File: src/sv/nrmc_pkg.sv
// ============================================================================
// NMEA RMC parser package
// Character codes, field numbers and result widths shared by the parser and
// its port checker.
// ============================================================================
package nrmc_pkg;

    localparam int UTC_W      = 36;
    localparam int LAT_W      = 40;
    localparam int LON_W      = 44;
    localparam int IN_TDATA_W = 8;
    // utc + lat + south + lon + west + fix + error = 124, padded to 128
    localparam int OUT_USED_W  = UTC_W + LAT_W + 1 + LON_W + 1 + 1 + 1;
    localparam int OUT_TDATA_W = ((OUT_USED_W + 7) / 8) * 8;

    typedef logic [IN_TDATA_W-1:0]  byte_t;
    typedef logic [OUT_TDATA_W-1:0] out_data_t;

    localparam byte_t CH_DOLLAR = 8'h24;
    localparam byte_t CH_CR     = 8'h0D;
    localparam byte_t CH_COMMA  = 8'h2C;
    localparam byte_t CH_M      = 8'h4D;
    localparam byte_t CH_C      = 8'h43;
    localparam byte_t CH_A      = 8'h41;
    localparam byte_t CH_S      = 8'h53;
    localparam byte_t CH_W      = 8'h57;
    localparam byte_t CH_ZERO   = 8'h30;
    localparam byte_t CH_NINE   = 8'h39;

    typedef logic [2:0] field_t;
    localparam field_t FLD_TIME   = 3'd1;
    localparam field_t FLD_STATUS = 3'd2;
    localparam field_t FLD_LAT    = 3'd3;
    localparam field_t FLD_NS     = 3'd4;
    localparam field_t FLD_LON    = 3'd5;
    localparam field_t FLD_EW     = 3'd6;
    localparam field_t FLD_LAST   = 3'd7;

    localparam logic [7:0] POS_HDR_M   = 8'd4;
    localparam logic [7:0] POS_HDR_C   = 8'd5;
    localparam logic [7:0] POS_HDR_END = 8'd6;
    localparam logic [7:0] POS_MAX     = 8'd255;

endpackage

File: src/sv/nmea_rmc_sentence_parser.sv
// ============================================================================
// NMEA RMC sentence parser
// Takes one received character per request and emits one position result at
// the carriage return of every RMC sentence.
// ============================================================================
//
//  channel  | dir | tdata bits (low to high)
//  ---------+-----+----------------------------------------------------------
//  s_axis   | in  | rx_byte[7:0]
//  m_axis   | out | utc_time_bcd, latitude_bcd, lat_south, longitude_bcd,
//           |     | lon_west, fix_valid, parse_error, 4 zero bits
//
//  One character per cycle sustained while no result is stalled. A character
//  is registered on accept in the input register and parsed once the result
//  register is free; parsing updates the sentence state and, on a carriage
//  return, loads the result register, which drives m_axis.
//  A result held by m_axis_tready stalls parsing; the input register then
//  fills and s_axis_tready drops. Reset clears all sentence state.
//
module nmea_rmc_sentence_parser #(
    parameter int TIME_DIGITS = 9,
    parameter int LAT_DIGITS  = 10,
    parameter int LON_DIGITS  = 11
) (
    input  logic                  clk,
    input  logic                  rst_n,
    input  logic                  s_axis_tvalid,
    output logic                  s_axis_tready,
    input  nrmc_pkg::byte_t       s_axis_tdata,   // rx_byte[7:0]
    output logic                  m_axis_tvalid,
    input  logic                  m_axis_tready,
    // [35:0] utc_time_bcd, [75:36] latitude_bcd, [76] lat_south,
    // [120:77] longitude_bcd, [121] lon_west, [122] fix_valid,
    // [123] parse_error, [127:124] zero
    output nrmc_pkg::out_data_t   m_axis_tdata
);
    import nrmc_pkg::*;

    localparam int TW   = 4 * TIME_DIGITS;
    localparam int AW   = 4 * LAT_DIGITS;
    localparam int OW   = 4 * LON_DIGITS;
    localparam int TC_W = $clog2(TIME_DIGITS + 1);
    localparam int AC_W = $clog2(LAT_DIGITS + 1);
    localparam int OC_W = $clog2(LON_DIGITS + 1);

    // input stage
    logic        in_valid_reg, in_valid_next;
    byte_t       in_byte_reg, in_byte_next;

    // sentence state
    logic        in_sentence_reg, in_sentence_next;
    logic [7:0]  char_pos_reg, char_pos_next;
    logic        hdr_match_reg, hdr_match_next;
    field_t      field_reg, field_next;
    field_t      comma_cnt_reg, comma_cnt_next;
    logic [TW-1:0]   time_reg, time_next;
    logic [TC_W-1:0] time_cnt_reg, time_cnt_next;
    logic [AW-1:0]   lat_reg, lat_next;
    logic [AC_W-1:0] lat_cnt_reg, lat_cnt_next;
    logic [OW-1:0]   lon_reg, lon_next;
    logic [OC_W-1:0] lon_cnt_reg, lon_cnt_next;
    logic        south_reg, south_next;
    logic        west_reg, west_next;
    logic        fix_reg, fix_next;

    // result stage
    logic        out_valid_reg, out_valid_next;
    out_data_t   out_data_reg, out_data_next;

    logic        out_free;
    logic        step;
    logic        is_digit;
    logic [3:0]  digit;
    byte_t       b;

    assign out_free      = !out_valid_reg || m_axis_tready;
    assign step          = in_valid_reg && out_free;
    assign s_axis_tready = !in_valid_reg || step;
    assign m_axis_tvalid = out_valid_reg;
    assign m_axis_tdata  = out_data_reg;

    assign b        = in_byte_reg;
    assign is_digit = (b >= CH_ZERO) && (b <= CH_NINE);
    assign digit    = b[3:0];

    always_comb
    begin
        in_valid_next    = in_valid_reg;
        in_byte_next     = in_byte_reg;
        in_sentence_next = in_sentence_reg;
        char_pos_next    = char_pos_reg;
        hdr_match_next   = hdr_match_reg;
        field_next       = field_reg;
        comma_cnt_next   = comma_cnt_reg;
        time_next        = time_reg;
        time_cnt_next    = time_cnt_reg;
        lat_next         = lat_reg;
        lat_cnt_next     = lat_cnt_reg;
        lon_next         = lon_reg;
        lon_cnt_next     = lon_cnt_reg;
        south_next       = south_reg;
        west_next        = west_reg;
        fix_next         = fix_reg;
        out_valid_next   = out_valid_reg && !m_axis_tready;
        out_data_next    = out_data_reg;

        if (step)
        begin
            in_valid_next = 1'b0;
        end
        if (s_axis_tvalid && s_axis_tready)
        begin
            in_valid_next = 1'b1;
            in_byte_next  = s_axis_tdata;
        end

        if (step)
        begin
            if (b == CH_DOLLAR)
            begin
                // restart: drop whatever the old sentence collected
                in_sentence_next = 1'b1;
                char_pos_next    = 8'd1;
                hdr_match_next   = 1'b1;
                field_next       = '0;
                comma_cnt_next   = '0;
                time_next        = '0;
                time_cnt_next    = '0;
                lat_next         = '0;
                lat_cnt_next     = '0;
                lon_next         = '0;
                lon_cnt_next     = '0;
                south_next       = 1'b0;
                west_next        = 1'b0;
                fix_next         = 1'b0;
            end
            else if (in_sentence_reg)
            begin
                if (b == CH_CR)
                begin
                    in_sentence_next = 1'b0;
                    if (hdr_match_reg && (char_pos_reg >= POS_HDR_END))
                    begin
                        out_valid_next = 1'b1;
                        out_data_next  = {
                            {(OUT_TDATA_W - OUT_USED_W){1'b0}},
                            (comma_cnt_reg != FLD_LAST),
                            fix_reg,
                            west_reg,
                            LON_W'(lon_reg),
                            south_reg,
                            LAT_W'(lat_reg),
                            UTC_W'(time_reg)
                        };
                    end
                end
                else
                begin
                    if ((char_pos_reg == POS_HDR_M) && (b != CH_M))
                    begin
                        hdr_match_next = 1'b0;
                    end
                    if ((char_pos_reg == POS_HDR_C) && (b != CH_C))
                    begin
                        hdr_match_next = 1'b0;
                    end
                    if (char_pos_reg != POS_MAX)
                    begin
                        char_pos_next = char_pos_reg + 8'd1;
                    end

                    if (b == CH_COMMA)
                    begin
                        // saturate at the last tracked field
                        if (comma_cnt_reg != FLD_LAST)
                        begin
                            comma_cnt_next = comma_cnt_reg + 3'd1;
                            field_next     = comma_cnt_reg + 3'd1;
                        end
                        else
                        begin
                            field_next = comma_cnt_reg;
                        end
                    end
                    else
                    begin
                        case (field_reg)
                            FLD_TIME:
                            begin
                                if (is_digit && (time_cnt_reg < TC_W'(TIME_DIGITS)))
                                begin
                                    time_next     = {time_reg[TW-5:0], digit};
                                    time_cnt_next = time_cnt_reg + TC_W'(1);
                                end
                            end
                            FLD_STATUS: fix_next = (b == CH_A);
                            FLD_LAT:
                            begin
                                if (is_digit && (lat_cnt_reg < AC_W'(LAT_DIGITS)))
                                begin
                                    lat_next     = {lat_reg[AW-5:0], digit};
                                    lat_cnt_next = lat_cnt_reg + AC_W'(1);
                                end
                            end
                            FLD_NS: south_next = (b == CH_S);
                            FLD_LON:
                            begin
                                if (is_digit && (lon_cnt_reg < OC_W'(LON_DIGITS)))
                                begin
                                    lon_next     = {lon_reg[OW-5:0], digit};
                                    lon_cnt_next = lon_cnt_reg + OC_W'(1);
                                end
                            end
                            FLD_EW: west_next = (b == CH_W);
                            default: ;
                        endcase
                    end
                end
            end
        end
    end

    always_ff @(posedge clk or negedge rst_n)
    begin
        if (!rst_n)
        begin
            in_valid_reg    <= 1'b0;
            in_sentence_reg <= 1'b0;
            char_pos_reg    <= '0;
            hdr_match_reg   <= 1'b1;
            field_reg       <= '0;
            comma_cnt_reg   <= '0;
            time_reg        <= '0;
            time_cnt_reg    <= '0;
            lat_reg         <= '0;
            lat_cnt_reg     <= '0;
            lon_reg         <= '0;
            lon_cnt_reg     <= '0;
            south_reg       <= 1'b0;
            west_reg        <= 1'b0;
            fix_reg         <= 1'b0;
            out_valid_reg   <= 1'b0;
        end
        else
        begin
            in_valid_reg    <= in_valid_next;
            in_sentence_reg <= in_sentence_next;
            char_pos_reg    <= char_pos_next;
            hdr_match_reg   <= hdr_match_next;
            field_reg       <= field_next;
            comma_cnt_reg   <= comma_cnt_next;
            time_reg        <= time_next;
            time_cnt_reg    <= time_cnt_next;
            lat_reg         <= lat_next;
            lat_cnt_reg     <= lat_cnt_next;
            lon_reg         <= lon_next;
            lon_cnt_reg     <= lon_cnt_next;
            south_reg       <= south_next;
            west_reg        <= west_next;
            fix_reg         <= fix_next;
            out_valid_reg   <= out_valid_next;
        end
    end

    always_ff @(posedge clk)
    begin
        in_byte_reg  <= in_byte_next;
        out_data_reg <= out_data_next;
    end

endmodule

File: config.mk
export PLATFORM = sky130hd
export DESIGN_NAME = nmea_rmc_sentence_parser
export DESIGN_NICKNAME = d
export VERILOG_FILES = /design/src/sv/nrmc_pkg.sv /design/src/sv/nmea_rmc_sentence_parser.sv
export SDC_FILE = /design/constraint.sdc
export NUM_CORES = 1
export LEC_CHECK = 0
export ABC_AREA = 1
export BUFFER_PORTS_ARGS = -buffer_cell sky130_fd_sc_hd__buf_2
export CORE_MARGIN = 4
export CORE_UTILIZATION = 40
export CTS_CLUSTER_DIAMETER = 100
export DETAILED_ROUTE_END_ITERATION = 10
export PLACE_DENSITY = 0.62
export SETUP_SLACK_MARGIN = 0.02
export SLEW_MARGIN = 20
export SYNTH_ARGS = -nofsm -noshare
export SYNTH_HDL_FRONTEND = slang
export SYNTH_SLANG_ARGS = --single-unit
File: constraint.sdc
create_clock -name clk -period 8.6 [get_ports clk]
set_clock_uncertainty 0.2 [all_clocks]
set_input_delay 2.15 -clock clk [delete_from_list [all_inputs] [get_ports clk]]
set_output_delay 2.15 -clock clk [all_outputs]
set_load 0.01 [all_outputs]
# Yosys cells after proc, flatten, opt, wreduce, memory -nomap -nowiden
# Cells that the tools add are included.
[word_totals] reg_bits=282 latch_bits=0 ramBits=0 mem_bits_ro=0 inputBits=12 output_inout_bits=130 mem_count=0
[classes] addsub=5 mul=0 div_mod_pow=0 order_cmp=6 eq_ne=21 shift=0 mux=75 bitwise=1 reduce_logical=39
[ops] operator="44-bit two-way mux" n=6
[ops] operator="40-bit two-way mux" n=6
[ops] operator="36-bit two-way mux" n=6
[ops] operator="4-bit two-way mux" n=18
[ops] operator="8-bit two-way mux" n=4
[ops] operator="1-bit two-way mux" n=30
[ops] operator="2-bit nonzero test" n=13
[ops] operator="5-bit AND reduction" n=5
[ops] operator="8-bit by 7-bit == test with 1-bit output (second input constant)" n=3
[ops] operator="6-bit AND reduction" n=3
[ops] operator="8-bit by 3-bit == test with 1-bit output (second input constant)" n=2
[ops] operator="8-bit by 6-bit == test with 1-bit output (second input constant)" n=2
[ops] operator="8-bit by 7-bit inequality test with 1-bit output (second input constant)" n=2
[ops] operator="3-bit two-way mux" n=5
[ops] operator="4-bit by 1-bit adder with 4-bit output (second input constant)" n=3
[ops] operator="4-bit < comparator (second input constant)" n=3
[ops] operator="1-bit logical AND" n=10
[ops] operator="3-bit == test (second input constant)" n=3
[ops] operator="8-bit by 1-bit adder with 8-bit output (second input constant)" n=1
[ops] operator="8-bit by 4-bit == test with 1-bit output (second input constant)" n=1
[ops] operator="8-bit by 3-bit greater-or-equal comparator with 1-bit output (second input constant)" n=1
[ops] operator="8-bit by 6-bit greater-or-equal comparator with 1-bit output (second input constant)" n=1
[ops] operator="8-bit by 6-bit <= comparator with 1-bit output (second input constant)" n=1
[ops] operator="8-bit inequality test (second input constant)" n=1
[ops] operator="11 further kinds" n=17

# Longest topological paths before layout
# Gate-level depths: netlist of run 1.
[logic_depth] depth_word=9 mapped_depth=12

# Worst setup path after synthesis of run 1
# No wires, ideal clock.
[synth_path] kind="input-to-reg" startpoint="input m_axis_tready" endpoint="register out_data_reg[0], in the netlist m_axis_tdata[0] (enable)" setup_time_ns=0.609 arrival_ns=7.687 required_ns=7.791 slack_ns=0.104 path_stages=4 path_cell_list="nor2_1 -> nor2_1 -> nand4_1 -> nor2_1"
[synth_via] elab_chain_cells=3
[synth_rtl] item="start, declared" line="nmea_rmc_sentence_parser.sv:31" rtl="input logic m_axis_tready,"
[synth_rtl] item="1-bit logical OR" line="nmea_rmc_sentence_parser.sv:76" rtl="assign out_free = !out_valid_reg || m_axis_tready;"
[synth_rtl] item="1-bit logical AND" line="nmea_rmc_sentence_parser.sv:77" rtl="assign step = in_valid_reg && out_free;"
[synth_rtl] item="5-bit AND reduction (no source line)"
[synth_rtl] item="end signal, assigned" line="nmea_rmc_sentence_parser.sv:268" rtl="out_data_reg <= out_data_next;"
[synth_rtl] item="end, declared" line="nmea_rmc_sentence_parser.sv:68" rtl="out_data_t out_data_reg, out_data_next;"
# No other way between the ends.
# A chain may end at the register's enable or synchronous reset.

# Worst setup path after layout of run 1
[layout_path] startpoint="input m_axis_tready" endpoint="output s_axis_tready"
[layout_via] elab_chain_cells=3
[layout_rtl] item="1-bit logical OR" line="nmea_rmc_sentence_parser.sv:76"
[layout_rtl] item="1-bit logical AND" line="nmea_rmc_sentence_parser.sv:77"
[layout_rtl] item="1-bit logical OR" line="nmea_rmc_sentence_parser.sv:78" rtl="assign s_axis_tready = !in_valid_reg || step;"
[layout_rtl] item="end, declared" line="nmea_rmc_sentence_parser.sv:28" rtl="output logic s_axis_tready,"
# No other way between the ends.

==> results.py, run 1 <==
metrics = {
    "power_and_ir_drop": {
        "power.switching_uw": 612,
        "leakagePower_nw": 6.77,
        "seqPwrFrac_pct": 50.7,
        "ir_drop_uv": 153,
        "switching_share_pct": 21.5,
        "pwr-share-comb_pct": 4.0,
        "internal-power_mw": 2.23,
        "clkPwrFrac_pct": 45.4,
        "power_density_nw_per_um2": 209,
    },
    "synth": {
        "synth_top_area_share_pct": 33.9,
        "muxShareOfSynthArea_pct": 0,
        "synth_top_family_by_area": "simple AND/OR/NAND/NOR gates",
        "synth.avg_cell_area_um2": 10.2,
        "synthXorXnorAreaFrac_pct": 0.824,
        "synth_adder_area_share_pct": 1.50,
        "synth_compound_area_share_pct": 0.535,
        "synthCells": 1150,
        "synth_area_leader_cell": "edfxtp_1",
        "syn_area_um2": 11700,
        "ys_seq_area_share_pct": 66.0,
        "synthSimpleGateAreaFrac_pct": 24.2,
        "synth_area_leaders": "edfxtp_1 34%, dfrtp_1 32%, nand2_1 12%, nand3_1 5.2%, nor2_1 3.5%",
        "ys_ff_latch": 282,
        "yosysWarnings": 0,
        "synth_cell_types": 29,
    },
    "clock_network": {
        "cts_htree_levels": 1,
        "cts_root_buf": "clkbuf_16",
        "cts_hold_buf": 0,
        "cts_tree": "done",
        "worstSkewPairLatency_ps": 530,
        "cts.path.max_buffers": 3,
        "cts.clk_slew.worst_paths_ps": 60,
        "cts_resized": 0,
        "cts_setup_buffers": 0,
        "cts_buffers": 30,
        "cts.sinks": 282,
    },
    "route": {
        "remaining_drc_errors": 0,
        "post_drt_wl_per_cell_um": 14.2,
        "via_per_inst": 4.60,
        "dr_total_vias": 7708,
        "first_pass_iters": 4,
        "ant_nets": 0,
        "wirelength_um": 23700,
        "drt-initial-drc-count": 603,
    },
    "sta": {
        "finalSetupTns_ps": 0,
        "min_period_ps": 4960,
        "fin_crit_sh_pct": 57.7,
        "maxSlewViolCount": 0,
        "rsz0062_at_grt": "false",
        "relSlewSlack_pct": 35.6,
        "setup_violations": 0,
        "max_freq_mhz": 202,
        "worstMarginPinSlew_ps": 966,
        "finalHoldViolations": 0,
    },
    "floorplanning": {
        "row_count": 62,
        "ioPinCount": 142,
        "die_h_um": 179,
        "core_um2": 28800,
        "dieArea_um2": 32000,
        "die_w_um": 179,
        "initial_core_util_pct": 40.6,
    },
    "cells_and_area": {
        "drive_above_1_share_pct": 15.9,
        "area_growth_pct": 16.3,
        "multi_input_area_um2": 3200,
        "ff_latch_area_um2": 7720,
        "stdcell_count": 1677,
        "largest_reg_flops": 124,
        "nets": 1295,
        "fillers": 2688,
        "post-route-util_pct": 47.2,
        "antenna_cells": 0,
    },
    "critical_path": {
        "cpPeakStageDelay_ps": 150,
        "crit_slowest_cell": "buf_2",
        "end_kind": "output port",
        "crit_required_ps": 6250,
        "worstPathMaxFanout": 3,
        "crit_top_cell": "buf_2",
        "cp_data_arrival_time_ps": 2610,
        "crit_chain": "buf_2, nor2_1, nand2_1, buf_2",
        "critPathLaunchType": "primary input",
        "rrSetupSlack_ps": 4920,
        "crit_type": "in -> out",
    },
    "global_routing": {
        "grt_start_max_net_pins": 93,
        "grt_pass1_wl_um": 38400,
        "grt_pass1_vias": 7291,
        "antenna_found_initial": 0,
        "overflow": 0,
        "track_usage_pct": 14.6,
    },
    "placement": {
        "dp.cells": 1621,
        "dpl.hpwl_um": 13800,
        "portBuffers": 137,
        "gp_congestion": 0.762,
    },
    "hold_path": {
        "hold_path.class": "reg -> reg",
    },
    "outcome": {
        "status": "complete, no violations",
    },
    "job": {
        "drv_cap": 0,
    },
}
[synth_stat cells (all sizes together)]
library cell / n
nand4: 11
o211ai: 1
nor2: 111
a21oi: 1
o21bai: 1
nor3: 1
nand3: 121
clkbuf: 14
xnor2: 6
xor2: 5
a21boi: 1
nand2: 373
nand3b: 41
edfxtp: 132
dfrtp: 149
nor3b: 1
inv: 110
buf: 49
conb: 1
o22ai: 1
dfstp: 1
o21ai: 5
ha: 14
[power by group through the flow]
stage	combinational (mW)	sequential [mW]	clock (mW)
global route	0.128	1.44	1.38
detailed placement	0.115	1.47	0
floorplan	0.0855	1.46	0
CTS	0.115	1.44	1.32
finish	0.112	1.44	1.29
global placement	0.110	1.47	0
[worst max-delay path: cells and delay by family]
family	cells	cell delay, ps
AND/OR/NAND/NOR	2	210
buffers and inverters	2	250
[cell usage in the layout, fill, tap and decap left out, types with 3 or more instances in the layout]
cell type | synthesis | final
buf_2 | 32 | 136
buf_4 | 5 | 10
bufinv_16 | 0 | 3
clkbuf_1 | 14 | 5
clkbuf_16 | 0 | 31
clkbuf_8 | 0 | 4
clkinv_1 | 0 | 4
clkinv_2 | 0 | 5
conb_1 | 1 | 4
dfrtp_1 | 149 | 149
edfxtp_1 | 132 | 132
ha_1 | 14 | 14
inv_1 | 106 | 106
inv_2 | 4 | 4
nand2_1 | 370 | 370
nand3_1 | 121 | 121
nand3b_1 | 41 | 41
nand4_1 | 11 | 11
nor2_1 | 110 | 108
nor2_4 | 1 | 3
o21ai_0 | 5 | 5
xnor2_1 | 6 | 6
xor2_1 | 5 | 5
[layout make-up]
class,count,share of cell area [%]
tap,384,3.53
clock inverter,16,1.20
clock buffer,40,6.25
timing repair buffer,147,5.64
multi-input combinational,698,23.6
sequential,282,56.8
inverter,110,3.04
[kinds of logic (layout without fill, tap and decap cells)]
family          after synthesis  after routing
other cells                   1              4
xor+xnor                     11             11
buf+inv                     173            313
simple gates                659            659
compound gates               10             10
fa+ha+maj                    14             14
flops                       282            282
[stage by stage]
step / power, mW / instance area, um2 / setup slack, ps / hold WS, ps
3_5_place_dp: 1.58 / 12600 / 3630 / 235
6_report: 2.84 / 13600 / 3640 / 246
4_1_cts: 2.88 / 13600 / 3630 / 251
2_1_floorplan: 1.55 / 11700 / 104 / 225
5_1_grt: 2.95 / 13600 / 3580 / 254
3_3_place_gp: 1.58 / 12600 / 3630 / 239
[layer usage]
metal / global-route usage [%] / vias to the layer above / part of all wire, %
li1: - / 3908 / -
met1: 21.2 / 3615 / 46
met2: 23.4 / 154 / 47
met3: 2.09 / 31 / 4.7
met4: 3.52 / 0 / 1.7
met5: 0 / - / 0
[path summary, 6_finish.rpt]
check / endpoint / from / cells past startpoint
min in group asynchronous: lat_reg[10] / rst_n / 1
worst min-delay path: m_axis_tdata[72] / lat_reg[36] / 0
worst max register to register: lon_reg[27] / b[3] / 9
max in group asynchronous: lon_reg[32] / rst_n / 2
worst min register to register: m_axis_tdata[72] / lat_reg[36] / 0
worst max-delay path: s_axis_tready / m_axis_tready / 4
No activity file was read; power rests on OpenSTA's default activity.
==> run 2: changes to the inputs <==
- clock period: 8.6 -> 4.6 ns (I/O delays scaled with it)
==> run 2 against run 1 <==
Design area increased by 0.50%. Combinational power increased by 92%. First-iteration DRC count increased by 13%. Critical path depth increased by 4. Global-route usage increased by 0.60 points. Die area unchanged. Non-clock buffer count increased by 2. Flip-flop and latch count unchanged. Sequential power increased by 87%. Sequential share of layout area decreased by 0.28 points. Power increased by 91%.
==> results.py, run 2 (synthesis results as in run 1) <==
metrics = {
    "global_routing": {
        "grt-busiest-layer": "met2",
        "antenna_found_initial": 0,
        "grt_util_met3_pct": 2.64,
        "track_usage_pct": 15.2,
        "global_route.usage.met2_pct": 24.9,
        "overflow": 0,
        "grt_start_max_net_pins": 100,
        "grt_pass1_vias": 7488,
        "grt_pass1_wl_um": 39700,
        "grt_use_met1_pct": 21.2,
    },
    "clock_network": {
        "cts.path.max_buffers": 3,
        "cts_root_buf": "clkbuf_16",
        "cts.sinks": 282,
        "worstSkewPairLatency_ps": 550,
        "cts_setup_buffers": 0,
        "cts_htree_levels": 1,
        "cts_resized": 0,
        "cts_hold_buf": 0,
        "cts.clk_slew.worst_paths_ps": 60,
        "cts_buffers": 31,
        "cts_tree": "done",
    },
    "route": {
        "post_drt_wl_per_cell_um": 14.4,
        "wirelength_um": 24200,
        "drt-initial-drc-count": 683,
        "dr_total_vias": 7830,
        "ant_nets": 0,
        "via_per_inst": 4.66,
        "first_pass_iters": 5,
        "remaining_drc_errors": 0,
    },
    "floorplanning": {
        "die_h_um": 179,
        "die_w_um": 179,
        "core_um2": 28800,
        "row_count": 62,
        "dieArea_um2": 32000,
        "initial_core_util_pct": 40.6,
        "ioPinCount": 142,
    },
    "sta": {
        "max_freq_mhz": 285,
        "timing.hold.ws_ps": 250,
        "setup_violations": 0,
        "min_period_ps": 3500,
        "maxSlewViolCount": 0,
        "fin_ws_ps": 1100,
        "rsz0062_at_grt": "false",
        "finalHoldViolations": 0,
        "relSlewSlack_pct": 35.2,
        "finalSetupTns_ps": 0,
        "worstMarginPinSlew_ps": 972,
        "fin_crit_sh_pct": 76.2,
    },
    "cells_and_area": {
        "layout_common_cells": "370 x nand2_1, 149 x dfrtp_1, 136 x buf_2",
        "antenna_cells": 0,
        "final_common_cell": "nand2_1",
        "drive_above_1_share_pct": 16.1,
        "stdcell_area_um2": 13700,
        "nets": 1298,
        "largest_reg_flops": 124,
        "post-route-util_pct": 47.5,
        "area_growth_pct": 16.9,
        "stdcell_count": 1681,
    },
    "critical_path": {
        "crit_slowest_cell": "a21boi_4",
        "crit_top_cell": "nand2_1",
        "worstPathMaxFanout": 54,
        "crit_chain": "nor2_4, nand2_1, inv_2, nand2_4, a21boi_4, nand2_2, nand2_1, nand2_1",
        "crit_type": "reg -> reg",
        "crit_required_ps": 4830,
        "cpPeakStageDelay_ps": 740,
        "critPathLaunchType": "register",
        "end_kind": "register",
        "path_buf_inv": 1,
        "cp_data_arrival_time_ps": 3740,
        "cpLargestDelayFamily": "simple AND/OR/NAND/NOR gates",
    },
    "power_and_ir_drop": {
        "power.total_mw": 5.43,
        "power_density_nw_per_um2": 398,
        "ir_drop_uv": 283,
        "leakagePower_nw": 6.80,
    },
    "placement": {
        "placed_area_um2": 12600,
        "gp_congestion": 0.785,
        "dp.cells": 1623,
        "portBuffers": 137,
        "dpl.hpwl_um": 14100,
        "preCtsSetupSlack_ps": 1010,
    },
    "hold_path": {
        "hold_path.class": "reg -> reg",
    },
    "job": {
        "drv_cap": 0,
    },
    "outcome": {
        "status": "complete, no violations",
    },
}
==> run 2: changes by cell type in the layout (fill, tap and decap cells not counted) <==
cell       previous run  this run
buf_12                0         1
buf_4                10        11
bufinv_16             3         5
clkbuf_8              4         1
clkinv_1              4         5
clkinv_4              2         1
inv_6                 0         3
==> run 2: routing by layer <==
| layer | vias up | routed length (um) |
|---|---|---|
| li1 | 3904 | - |
| met1 | 3734 | 11000 |
| met2 | 162 | 11400 |
| met3 | 30 | 1190 |
| met4 | 0 | 496 |
| met5 | - | 0 |
==> run 2: area by class of cell <==
type | count | area (um2)
Inverter | 110 | 413
Sequential cell | 282 | 7720
Timing Repair Buffer | 149 | 795
Clock buffer | 37 | 808
Multi-Input combinational cell | 698 | 3200
Fill cell | 2695 | 15100
Tap cell | 384 | 480
Clock inverter | 21 | 244
==> run 2: where the power goes <==
group	leakage [nW]	switching [mW]	internal, mW
Combinational	2.76	0.157	0.0580
Clock	0.511	0.990	1.54
Sequential	3.53	0.0400	2.65
==> run 2: path summary, 6_finish.rpt <==
check | start | endpoint | slack [ps] | cells past startpoint
max | b[0] | lon_reg[4] | 1100 | 8
min | lat_reg[37] | m_axis_tdata[73] | 250 | 0
max reg2reg | b[0] | lon_reg[4] | 1100 | 8
min reg2reg | lat_reg[37] | m_axis_tdata[73] | 250 | 0
max in group asynchronous | rst_n | time_reg[0] | 2790 | 2
min in group asynchronous | rst_n | lat_reg[13] | 500 | 1
==> run 2: worst register-to-register path, delay by kind of cell (launching register included) <==
family | cells | cell delay, ps
AND/OR/NAND/NOR | 6 | 1720
AO/OA/AOI/OAI | 1 | 740
flip-flops | 1 | 640
buffers and inverters | 1 | 90
